--- config.mk ---
export PLATFORM = sky130hd
export DESIGN_NAME = chc_front_flat
export DESIGN_NICKNAME = d
export VERILOG_FILES = /design/src/chc_pkg.sv /design/src/chc_in_if.sv /design/src/chc_front.sv /design/src/flat_wrapper.sv
export SDC_FILE = /design/constraint.sdc
export NUM_CORES = 1
export LEC_CHECK = 0
export BUFFER_PORTS_ARGS = -buffer_cell sky130_fd_sc_hd__buf_2
export CORE_AREA = 2 2 39 41
export CTS_BUF_LIST = sky130_fd_sc_hd__clkbuf_2 sky130_fd_sc_hd__clkbuf_4 sky130_fd_sc_hd__clkbuf_8
export CTS_CLUSTER_SIZE = 24
export DETAILED_ROUTE_END_ITERATION = 7
export DIE_AREA = 0 0 41 43
export PLACE_DENSITY = 0.72
export SETUP_SLACK_MARGIN = 0.2
export SYNTH_ARGS = -nofsm -noshare
export SYNTH_HDL_FRONTEND = slang
export SYNTH_SLANG_ARGS = --single-unit
--- constraint.sdc ---
create_clock -name i_clk -period 1.3 [get_ports i_clk]
set_input_delay 0.13 -clock i_clk [delete_from_list [all_inputs] [get_ports i_clk]]
set_output_delay 0.13 -clock i_clk [all_outputs]
set_load 0.1 [all_outputs]
--- src/chc_pkg.sv ---
// Shared types, constants and round functions for the ChaCha20 stream cipher.
`default_nettype none
package chc_pkg;

    typedef logic [31:0] t_word;
    typedef t_word [15:0] t_block;

    localparam int DOUBLE_ROUNDS_DEF = 10;
    localparam int QUEUE_DEPTH_DEF   = 4;

    localparam int CFG_IDX_W  = 3;
    localparam int CFG_DATA_W = 64;

    localparam logic [CFG_IDX_W-1:0] CFG_KEY0  = 3'd0;
    localparam logic [CFG_IDX_W-1:0] CFG_KEY1  = 3'd1;
    localparam logic [CFG_IDX_W-1:0] CFG_KEY2  = 3'd2;
    localparam logic [CFG_IDX_W-1:0] CFG_KEY3  = 3'd3;
    localparam logic [CFG_IDX_W-1:0] CFG_NONCE = 3'd4;

    localparam logic MODE_DATA    = 1'b0;
    localparam logic MODE_RESTART = 1'b1;

    localparam t_word SIGMA0 = 32'h6170_7865;
    localparam t_word SIGMA1 = 32'h3320_646e;
    localparam t_word SIGMA2 = 32'h7962_2d32;
    localparam t_word SIGMA3 = 32'h6b20_6574;

    typedef enum logic [1:0] {
        OP_RESTART,
        OP_DATA,
        OP_BLOCK
    } t_op;

    typedef struct packed {
        t_op        op;
        logic [7:0] data;
        logic [5:0] pos;
    } t_item;

    typedef enum logic [1:0] {
        B_IDLE,
        B_RUN,
        B_EMIT
    } t_bstate;

    function automatic t_word rotl(input t_word v, input int s);
        rotl = (v << s) | (v >> (32 - s));
    endfunction

    // One half round: four independent quarter rounds, columns or diagonals.
    function automatic t_block half_round(input t_block w, input logic diag);
        t_block r;
        t_word  a, b, c, d;
        int     s;
        int     ib, ic, id;
        r = w;
        s = diag ? 1 : 0;
        for (int i = 0; i < 4; i++) begin
            ib = 4  + ((i + s) & 3);
            ic = 8  + ((i + 2 * s) & 3);
            id = 12 + ((i + 3 * s) & 3);
            a = w[i];
            b = w[ib];
            c = w[ic];
            d = w[id];
            a = a + b; d = rotl(d ^ a, 16);
            c = c + d; b = rotl(b ^ c, 12);
            a = a + b; d = rotl(d ^ a, 8);
            c = c + d; b = rotl(b ^ c, 7);
            r[i]  = a;
            r[ib] = b;
            r[ic] = c;
            r[id] = d;
        end
        half_round = r;
    endfunction

    function automatic logic [7:0] ks_byte(input t_block ks, input logic [5:0] pos);
        t_word w;
        w = ks[pos[5:2]];
        ks_byte = 8'(w >> {pos[1:0], 3'b000});
    endfunction

endpackage
`default_nettype wire

--- src/chc_in_if.sv ---
// Input word channel: valid/ready handshake with mode, data byte and call start.
`default_nettype none
interface chc_in_if;
    logic       valid;
    logic       ready;
    logic       mode;
    logic [7:0] data_byte;
    logic       first_of_call;

    modport source (output valid, output mode, output data_byte, output first_of_call,
                    input ready);
    modport sink   (input valid, input mode, input data_byte, input first_of_call,
                    output ready);
endinterface
`default_nettype wire

--- src/chc_front.sv ---
// Front end: accepts input words, tracks byte position, classifies each word.
`default_nettype none
module chc_front (
    input  wire            i_clk,
    input  wire            i_rst_n,
    chc_in_if.sink         i_in,
    input  wire            i_full,
    output logic           o_push,
    output chc_pkg::t_item o_item
);
    import chc_pkg::*;

    logic [5:0] r_pos, n_pos;
    logic [5:0] pos;

    assign i_in.ready = !i_full;
    assign o_push     = i_in.valid && !i_full;
    assign pos        = i_in.first_of_call ? 6'd0 : r_pos;

    always_comb begin
        o_item.data = i_in.data_byte;
        o_item.pos  = pos;
        n_pos       = r_pos;
        if (i_in.mode == MODE_RESTART) begin
            o_item.op = OP_RESTART;
        end else begin
            o_item.op = (pos == 6'd0) ? OP_BLOCK : OP_DATA;
            if (o_push) begin
                n_pos = pos + 6'd1;
            end
        end
    end

    always_ff @(posedge i_clk) begin
        if (!i_rst_n) begin
            r_pos <= '0;
        end else begin
            r_pos <= n_pos;
        end
    end

endmodule
`default_nettype wire

--- src/flat_wrapper.sv ---
// flat-port wrapper written by rule: the top's interface ports become plain ports
module chc_front_flat import chc_pkg::*;
  (i_clk, i_rst_n, i_full, o_push, o_item, i_in_valid, i_in_mode, i_in_data_byte, i_in_first_of_call, i_in_ready);
  chc_in_if i_in_i ();
  input  wire i_clk;
  input  wire i_rst_n;
  input  wire i_full;
  output logic o_push;
  output chc_pkg::t_item o_item;
  input wire logic [$bits(i_in_i.valid)-1:0] i_in_valid;
  input wire logic [$bits(i_in_i.mode)-1:0] i_in_mode;
  input wire logic [$bits(i_in_i.data_byte)-1:0] i_in_data_byte;
  input wire logic [$bits(i_in_i.first_of_call)-1:0] i_in_first_of_call;
  output wire logic [$bits(i_in_i.ready)-1:0] i_in_ready;
  assign i_in_i.valid = i_in_valid;
  assign i_in_i.mode = i_in_mode;
  assign i_in_i.data_byte = i_in_data_byte;
  assign i_in_i.first_of_call = i_in_first_of_call;
  assign i_in_ready = i_in_i.ready;
  chc_front u_core (.i_clk(i_clk), .i_rst_n(i_rst_n), .i_in(i_in_i), .i_full(i_full), .o_push(o_push), .o_item(o_item));
endmodule
==> impl_results.md <==
- ANT cells: 0
- Antenna violations before repair: 0
- Distinct cells, synth: 25
- Multi-input logic area: 348 um^2
- Final min period: 1420 ps
- Worst Tran Pin Value: 484 ps
- Clock Sinks: 6
- Largest register FFs: 6
- Synthesized area per cell: 8.29 um^2
- Cell Area, Synth: 464 um^2
- Largest regs: u_core.r_pos (6)
- Largest Register: u_core.r_pos
- DRC viols: 0
- Layout cells sized above 1: 71.0%
- Critical path arrival: 1290 ps
- Synth Flop Type: dfxtp_1
- CTS max path bufs: 2
- WL/cell: 13.7 um
- Highest-delay cell along the critical path: dfxtp_2
- Peak VDD IR: 0.336 mV
- Std-Cell Rows: 14
- Largest net degree at the start of global routing: 12
- Worst setup path class: flip-flop to output pin
- DR vias: 462
- Final period util: 109%
- Max-cap violations: 0
- Slowest stage delay, CP: 320 ps
- Clock latency on the worst-skew pair: 250 ps
- Die X: 41 um
- Routed Antenna Nets: 0
- Post-route cell area: 781 um^2
- Worst setup EP type: output pin
- Root Buffer: clkbuf_4
- Yosys reg bits: 6
- Area delta synth->final: 68.2%
- # fillers: 121
- Setup-violating endpoint count in the final report: 2
- Cell count of the worst reg-to-reg path: 4
- Initial Util: 33.5%
- RSZ-0062 raised after global routing: yes
- Post-synth top area share: 25.9%
- CTS tree: done
- Req. time, crit path: 1170 ps
- Yosys warns: 0
- Synth cell count leaders: buf_4, nor2b_1, dfxtp_1
- Inserted Clock Buffers: 3
- Status: complete, but fails checks
- Ports: 32
- Failing checks: setup timing
- Final Hold Viols: 0
- Fin nets: 85
- Placed instance area: 688 um^2
- Initial DRC count: 6
- Hold Path Class: input pin to flip-flop
- EDFF count, synth: 0
- CP startpoint kind: flip-flop
- Dominant cell type by area after synthesis: dfxtp_1
- Max Fanout on Critical Path: 2
- Reg2reg setup slack: 170 ps
- Final Max Tran Viols: 0
- Gpl congestion: 0.748
- Core area: 1380 um^2
- First-pass GRT wire length: 1730 um
- Final WS setup: -119 ps
- GR Util All Layers: 15.0%
- Pleak: 0.286 nW
- Setup Skew: 5.33 ps
- Gr ovfl total: 0
- Ys async rst share: 0%
- Synth Instances: 56
- Clk slew on worst S/H paths: 50 ps
- Hold slack: 145 ps
- Seq/Total Area, Yosys: 25.9%
- Hold path depth: 3
- P per Cell Area: 629 nW/um^2
- Top cells by area, synth: dfxtp_1, buf_4, nor2b_1
- Sequential cell area: 135 um^2
- DP HPWL: 873 um
- Port Buf Inserts: 15
- Most frequent cell after synthesis: buf_4
- Drt pass-1 iters: 3
- Rel. slew slack: 68.0%
- Vias in the first global route: 419
- WL final: 1170 um
- Post-Syn Nets: 70
- Fmax achieved: 0.705 GHz
- H-tree depth: 1
- Vias/cell: 5.44
- Die Area: 1760 um^2
- Die height: 43 um
- Tot Pwr: 491 uW
- CP Cell Sequence: nor4_4 > a21oi_2 > and2b_4 > buf_12
[final cells by class]
cell class	count	share of cell area, %
clock buffer	3	2.88
inverter	2	0.962
multi-input combinational	37	44.6
sequential	6	17.3
tap	16	2.56
timing repair buffer	21	31.7
[report_power, final]
group | internal [mW] | total [mW] | switching, mW
Sequential | 0.181 | 0.187 | 0.00535
Combinational | 0.0420 | 0.131 | 0.0895
Clock | 0.104 | 0.173 | 0.0683
[layout by cell type, fill, tap and decap left out, types with 3 or more instances in the layout]
cell	count
dfxtp_2	3
dfxtp_4	3
buf_12	8
clkbuf_4	3
a21oi_1	4
nor2b_4	6
buf_2	7
buf_4	4
[what timing repair did]
action,in CTS,in global routing
pin swaps,2,2
hold buffers,0,0
gates resized for setup,14,3
setup buffers,1,1
setup endpoints to repair,9,10
[path summary, 6_finish.rpt]
path,from,to
setup / recovery,u_core.r_pos[1]$_SDFFE_PN0P_,o_item[14]
hold reg to reg,u_core.r_pos[5]$_SDFFE_PN0P_,u_core.r_pos[5]$_SDFFE_PN0P_
setup reg to reg,u_core.r_pos[3]$_SDFFE_PN0P_,u_core.r_pos[5]$_SDFFE_PN0P_
hold / removal,i_rst_n,u_core.r_pos[3]$_SDFFE_PN0P_
[stage by stage]
stage	utilization, %	std cells	setup slack [ps]	setup TNS [ps]
2_1_floorplan	-	56	-93.6	-429
3_3_place_gp	49.7	80	111	0
3_5_place_dp	49.7	80	93.3	0
4_1_cts	55.2	84	-136	-241
5_1_grt	56.4	85	-173	-323
6_report	56.4	85	-119	-206
[critical path, delay by kind of cell, from the launching register on]
kind	cells	cell delay, ps
AND/OR/NAND/NOR	2	450
flip-flops	1	320
buffers and inverters	1	160
AO/OA/AOI/OAI	1	110
[cells by family after synthesis]
logic type | after synthesis | synth area share [%]
compound gates | 14 | 18.6
mux | 1 | 2.43
simple gates | 22 | 35.0
buf+inv | 13 | 18.1
flops | 6 | 25.9
[metal layers]
layer	vias up	track usage (%)	share of wire, %
li1	219	-	-
met5	-	0	0
met2	22	22.5	54
met3	2	7.85	7.3
met4	0	6.00	1.5
met1	219	17.1	37
(Power assumes the default switching activity.)
