## src/chc_pkg.sv

```systemverilog
// Shared types, constants and round functions for the ChaCha20 stream cipher.
`default_nettype none
package chc_pkg;

    typedef logic [31:0] t_word;
    typedef t_word [15:0] t_block;

    localparam int DOUBLE_ROUNDS_DEF = 10;
    localparam int QUEUE_DEPTH_DEF   = 4;

    localparam int CFG_IDX_W  = 3;
    localparam int CFG_DATA_W = 64;

    localparam logic [CFG_IDX_W-1:0] CFG_KEY0  = 3'd0;
    localparam logic [CFG_IDX_W-1:0] CFG_KEY1  = 3'd1;
    localparam logic [CFG_IDX_W-1:0] CFG_KEY2  = 3'd2;
    localparam logic [CFG_IDX_W-1:0] CFG_KEY3  = 3'd3;
    localparam logic [CFG_IDX_W-1:0] CFG_NONCE = 3'd4;

    localparam logic MODE_DATA    = 1'b0;
    localparam logic MODE_RESTART = 1'b1;

    localparam t_word SIGMA0 = 32'h6170_7865;
    localparam t_word SIGMA1 = 32'h3320_646e;
    localparam t_word SIGMA2 = 32'h7962_2d32;
    localparam t_word SIGMA3 = 32'h6b20_6574;

    typedef enum logic [1:0] {
        OP_RESTART,
        OP_DATA,
        OP_BLOCK
    } t_op;

    typedef struct packed {
        t_op        op;
        logic [7:0] data;
        logic [5:0] pos;
    } t_item;

    typedef enum logic [1:0] {
        B_IDLE,
        B_RUN,
        B_EMIT
    } t_bstate;

    function automatic t_word rotl(input t_word v, input int s);
        rotl = (v << s) | (v >> (32 - s));
    endfunction

    // One half round: four independent quarter rounds, columns or diagonals.
    function automatic t_block half_round(input t_block w, input logic diag);
        t_block r;
        t_word  a, b, c, d;
        int     s;
        int     ib, ic, id;
        r = w;
        s = diag ? 1 : 0;
        for (int i = 0; i < 4; i++) begin
            ib = 4  + ((i + s) & 3);
            ic = 8  + ((i + 2 * s) & 3);
            id = 12 + ((i + 3 * s) & 3);
            a = w[i];
            b = w[ib];
            c = w[ic];
            d = w[id];
            a = a + b; d = rotl(d ^ a, 16);
            c = c + d; b = rotl(b ^ c, 12);
            a = a + b; d = rotl(d ^ a, 8);
            c = c + d; b = rotl(b ^ c, 7);
            r[i]  = a;
            r[ib] = b;
            r[ic] = c;
            r[id] = d;
        end
        half_round = r;
    endfunction

    function automatic logic [7:0] ks_byte(input t_block ks, input logic [5:0] pos);
        t_word w;
        w = ks[pos[5:2]];
        ks_byte = 8'(w >> {pos[1:0], 3'b000});
    endfunction

endpackage
`default_nettype wire

```

## src/chc_queue.sv

```systemverilog
// Short FIFO of classified words between front and back.
`default_nettype none
module chc_queue #(
    parameter int DEPTH = chc_pkg::QUEUE_DEPTH_DEF
) (
    input  wire            i_clk,
    input  wire            i_rst_n,
    input  wire            i_push,
    input  chc_pkg::t_item i_item,
    output logic           o_full,
    input  wire            i_pop,
    output chc_pkg::t_item o_item,
    output logic           o_valid
);
    import chc_pkg::*;

    localparam int PTR_W = (DEPTH > 1) ? $clog2(DEPTH) : 1;
    localparam int CNT_W = $clog2(DEPTH + 1);

    t_item            r_mem [DEPTH];
    logic [PTR_W-1:0] r_wr, n_wr;
    logic [PTR_W-1:0] r_rd, n_rd;
    logic [CNT_W-1:0] r_cnt, n_cnt;

    assign o_full  = (r_cnt == CNT_W'(DEPTH));
    assign o_valid = (r_cnt != '0);
    assign o_item  = r_mem[r_rd];

    always_comb begin
        n_wr  = r_wr;
        n_rd  = r_rd;
        n_cnt = r_cnt;
        if (i_push) begin
            n_wr = (r_wr == PTR_W'(DEPTH - 1)) ? '0 : r_wr + 1'b1;
        end
        if (i_pop) begin
            n_rd = (r_rd == PTR_W'(DEPTH - 1)) ? '0 : r_rd + 1'b1;
        end
        if (i_push && !i_pop) begin
            n_cnt = r_cnt + 1'b1;
        end else if (!i_push && i_pop) begin
            n_cnt = r_cnt - 1'b1;
        end
    end

    always_ff @(posedge i_clk) begin
        if (!i_rst_n) begin
            r_wr  <= '0;
            r_rd  <= '0;
            r_cnt <= '0;
        end else begin
            r_wr  <= n_wr;
            r_rd  <= n_rd;
            r_cnt <= n_cnt;
        end
    end

    always_ff @(posedge i_clk) begin
        if (i_push) begin
            r_mem[r_wr] <= i_item;
        end
    end

endmodule
`default_nettype wire

```

## config.mk

```make
export PLATFORM = sky130hd
export DESIGN_NAME = chc_queue
export DESIGN_NICKNAME = d
export VERILOG_FILES = /design/src/chc_pkg.sv /design/src/chc_queue.sv
export SDC_FILE = /design/constraint.sdc
export NUM_CORES = 1
export LEC_CHECK = 0
export BUFFER_PORTS_ARGS = -buffer_cell sky130_fd_sc_hd__buf_2
export CORE_UTILIZATION = 30
export CTS_CLUSTER_SIZE = 25
export DETAILED_ROUTE_END_ITERATION = 12
export GPL_ROUTABILITY_DRIVEN = 1
export PLACE_DENSITY = 0.48
export SLEW_MARGIN = 20
export SYNTH_ARGS = -nofsm -noshare
export SYNTH_HDL_FRONTEND = slang
export SYNTH_SLANG_ARGS = --single-unit
```

## constraint.sdc

```tcl
create_clock -name i_clk -period 1.7 [get_ports i_clk]
set_input_delay 0.085 -clock i_clk [delete_from_list [all_inputs] [get_ports i_clk]]
set_output_delay 0.085 -clock i_clk [all_outputs]
set_load 0.1 [all_outputs]
```

==> Implementation_results.wiki <==
{| class="wikitable"
! Metric !! Value
|-
| XOR/XNOR share of the synthesized area || 0.6244%
|-
| HPWL after detailed placement || 3045 µm
|-
| Maximum capacitance violations || 0
|-
| Number of buffers created by CTS || 9
|-
| Top cell types by occurrence after synthesis || 64 x edfxtp_1, 10 x mux4_2, 9 x dfxtp_1
|-
| Run status || finished with violations
|-
| Post-synthesis adder-cell area fraction || 3.390%
|-
| Antenna violations before repair || 0
|-
| Drt first pass iters || 4
|-
| Effective utilization at floorplan || 31.55%
|-
| Final Util || between 40 and 50%
|-
| Setup slack at placement || 0.07254 ns
|-
| Number of buffer cells added on primary ports || 37
|-
| Post-Layout Cell Count || 307
|-
| Number of cell rows || 34
|-
| TritonCTS clock tree || built
|-
| Fraction of registers with async set or reset after synthesis || 0%
|-
| Netlist cell types || 22
|-
| Post-CTS clock slew at the launch and capture registers of the worst setup and hold paths || 0.07 ns
|-
| Yosys warning count || 0
|-
| Global-route wire length before repair || ~7900 µm
|-
| Sink count of the clock tree || 73
|-
| Unrepaired setup endpoints after global routing || yes
|-
| Maximum resistive drop on vdd || 0.0006384 V
|-
| Portion of the post-synthesis area used by sequential elements || about three quarters
|-
| Global-route usage over all layers || 11.20%
|-
| Biggest area consumer among synthesized cells || edfxtp_1
|-
| Final critical-path share of the clock period || 101.5%
|-
| Die span in x || 98.70 µm
|-
| Cell with the most instances after synthesis || edfxtp_1
|-
| Smallest setup slack after layout || -0.02523 ns
|-
| Endpoint arrival time on the critical path || between 1.5 and 2 ns
|-
| Type of destination of the critical path || output pin
|-
| Leakage power || roughly 1.3 nW
|-
| Vias post-DR || 1394
|-
| Maximum fanout along the worst path || 8
|-
| Final Total Pwr || 4.484 mW
|-
| Core Box Area || 8891 µm²
|-
| Htree depth || 3
|-
| Dominant combinational cell family by area after synthesis || multiplexers
|-
| Final Hold Violating Endpoints || 0
|-
| Worst Hold Class || primary input to register
|-
| Timing-limited maximum frequency || 579.6 MHz
|-
| Post-synthesis cell count || 128
|-
| Simple-gate share of the synthesized area || 3.256%
|-
| EDFF count, synth || 64
|-
| Total congestion overflow || 0
|-
| Routed vias/inst || 4.541
|-
| Largest clock skew in the final design || 0.003348 ns
|-
| Maximum number of pins on one net before global-route repair || 17
|-
| Detail-routed net length per standard cell || 15.83 µm
|-
| Initial DRC Count || 97
|-
| Max-slew violation count || 0
|-
| Synth Area per Inst || 21.92 µm²
|-
| Top cell type's share of synthesized area || 68.51%
|-
| Final Wtd Congestion || between 0.7 and 0.8
|-
| Transition time at the pin with the least slew margin || 0.8127 ns
|-
| Flop-to-flop setup slack || 0.12 ns
|-
| Clock root buffer || clkbuf_8
|-
| Largest cells by area after synthesis || edfxtp_1 69%, mux4_2 8.0%, dfxtp_1 6.4%
|-
| Share of cells above drive strength 1 || 39.20%
|-
| Final routed wirelength across all metal layers || 4861 µm
|-
| Post-route DRC violation count || 0
|-
| Fraction of the mapped netlist area in compound gates || 0.7136%
|-
| Crit Path Class || register to output pin
|-
| #FFs+latches synth || 73
|-
| Height of the die || 98.70 µm
|-
| Full die area || 9742 µm²
|-
| Worst slew margin relative to its limit || 45.82%
|-
| Total number of nets in the final design || between 200 and 250
|-
| Violations in the final reports || setup timing
|-
| Clk Latency, worst-skew pair || 0.33 ns
|-
| Number of primary I/O pins || 38
|-
| Setup fix buffers added after clock tree synthesis || 0
|-
| Data required time of the worst path || 1.62 ns
|-
| Multiplexer fraction of the synthesized cell area || 15.08%
|-
| Count of placed standard cells including taps || roughly 270
|-
| Most common flop cell mapped by yosys || edfxtp_1
|-
| Setup TNS || -0.06922 ns
|-
| Largest buffer count on any clock path || 2
|-
| Nets in the synthesized netlist || 155
|-
| Area delta synth->final || 30.29%
|-
| Cell area after synthesis || ~2800 µm²
|-
| Vias in the first global route || 1512
|-
| Residual antenna-violating net count after detailed routing || 0
|-
| Final Critical Period || ~1.7 ns
|-
| Power density relative to cell area || around 1200 nW/µm²
|-
| Nature of the critical path startpoint || register
|-
| Antenna diode count || 0
|-
| Final setup violation count || 6
|}
-- worst max-delay path: stages (launching register included) --
cell,delay [ns]
dfxtp_4,0.40
buf_12,0.16
mux4_2,0.53
buf_6,0.21
-- metrics by stage --
step	area (µm²)	hold slack, ns
after floorplan	2810	0.1839
after global placement	3139	0.3019
after detailed placement	3139	0.3083
after CTS	3650	0.03218
after global routing	3655	0.04442
final	3655	0.05637
-- cell usage in the layout, fill, tap and decap left out --
cell,synthesis,layout
xnor2_1,1,1
edfxtp_1,64,64
nor2_1,1,1
mux4_2,10,16
o21ai_0,1,1
dfxtp_4,0,1
mux2i_1,4,4
ha_1,6,6
bufinv_16,0,2
nor3b_2,0,1
inv_6,0,1
buf_2,2,21
o21a_1,1,1
or3_1,2,2
dfxtp_1,9,8
nor3_1,1,1
buf_16,0,1
a21boi_0,1,1
clkinvlp_4,0,2
and2_1,5,4
nor2b_1,5,5
xor2_1,1,1
clkbuf_8,0,9
buf_4,0,4
dlygate4sd3_1,0,16
fa_1,1,1
clkinv_2,0,2
inv_1,4,4
buf_6,1,10
and2_2,0,1
buf_8,0,5
buf_12,1,2
-- worst paths after layout --
path | cells past startpoint | endpoint | start
worst max-delay path | 3 | o_item[0] | register
worst min register to register | 2 | r_cnt[2]$_SDFFE_PN0P_ | r_cnt[2]$_SDFFE_PN0P_
worst max register to register | 2 | r_mem[2][8]$_DFFE_PP_ | r_wr[1]$_SDFFE_PN0P_
worst min-delay path | 2 | register | i_rst_n
-- routing by layer --
metal	share of wire [%]	up-vias	global-route usage (%)	wire [µm]
li1	-	643	-	-
met1	42	705	12.32	2020
met2	53	41	19.83	2576
met3	4.6	5	4.752	223
met4	0.82	0	3.100	40
met5	0	-	0	0
-- power breakdown --
group          leakage, nW  total, mW  internal [mW]  switching [mW]
Sequential           0.663       2.08           2.04          0.0404
Combinational        0.528      0.959          0.307           0.652
Clock                0.106       1.44          0.825           0.616
-- area by class of cell --
class                      instances  area, µm²
timing repair buffer              59      550.5
fill                             794       5236
clock buffer                       9      123.9
clock inverter                     7      93.84
inverter                           4      15.01
tap                              108      135.1
sequential                        73       2106
multi-input combinational         47      630.6
-- cell families (layout without fill, tap and decap cells) --
group                      Yosys count  in the layout
AOI/OAI and AO/OA                    3              3
xor gates and xnor gates             2              2
adders and majority gates            7              7
DFF                                 73             73
and+or+nand+nor                     15             15
muxes                               20             20
buffers and inverters                8             79
-- timing repair --
action / in CTS / in global routing
setup endpoints to repair: 16 / 32
hold endpoints to repair: 64 / 0
gates resized for setup: 47 / 2
gates cloned: 1 / 0
hold buffers: 16 / 0
pin swaps: 0 / 0
-- state kept, by name, indices dropped and copies added, names as in the netlist, named ones only --
register and cells:
r_mem 64, r_cnt 3, r_rd 2, r_wr 2
No activity file was read; power rests on OpenSTA's default activity.
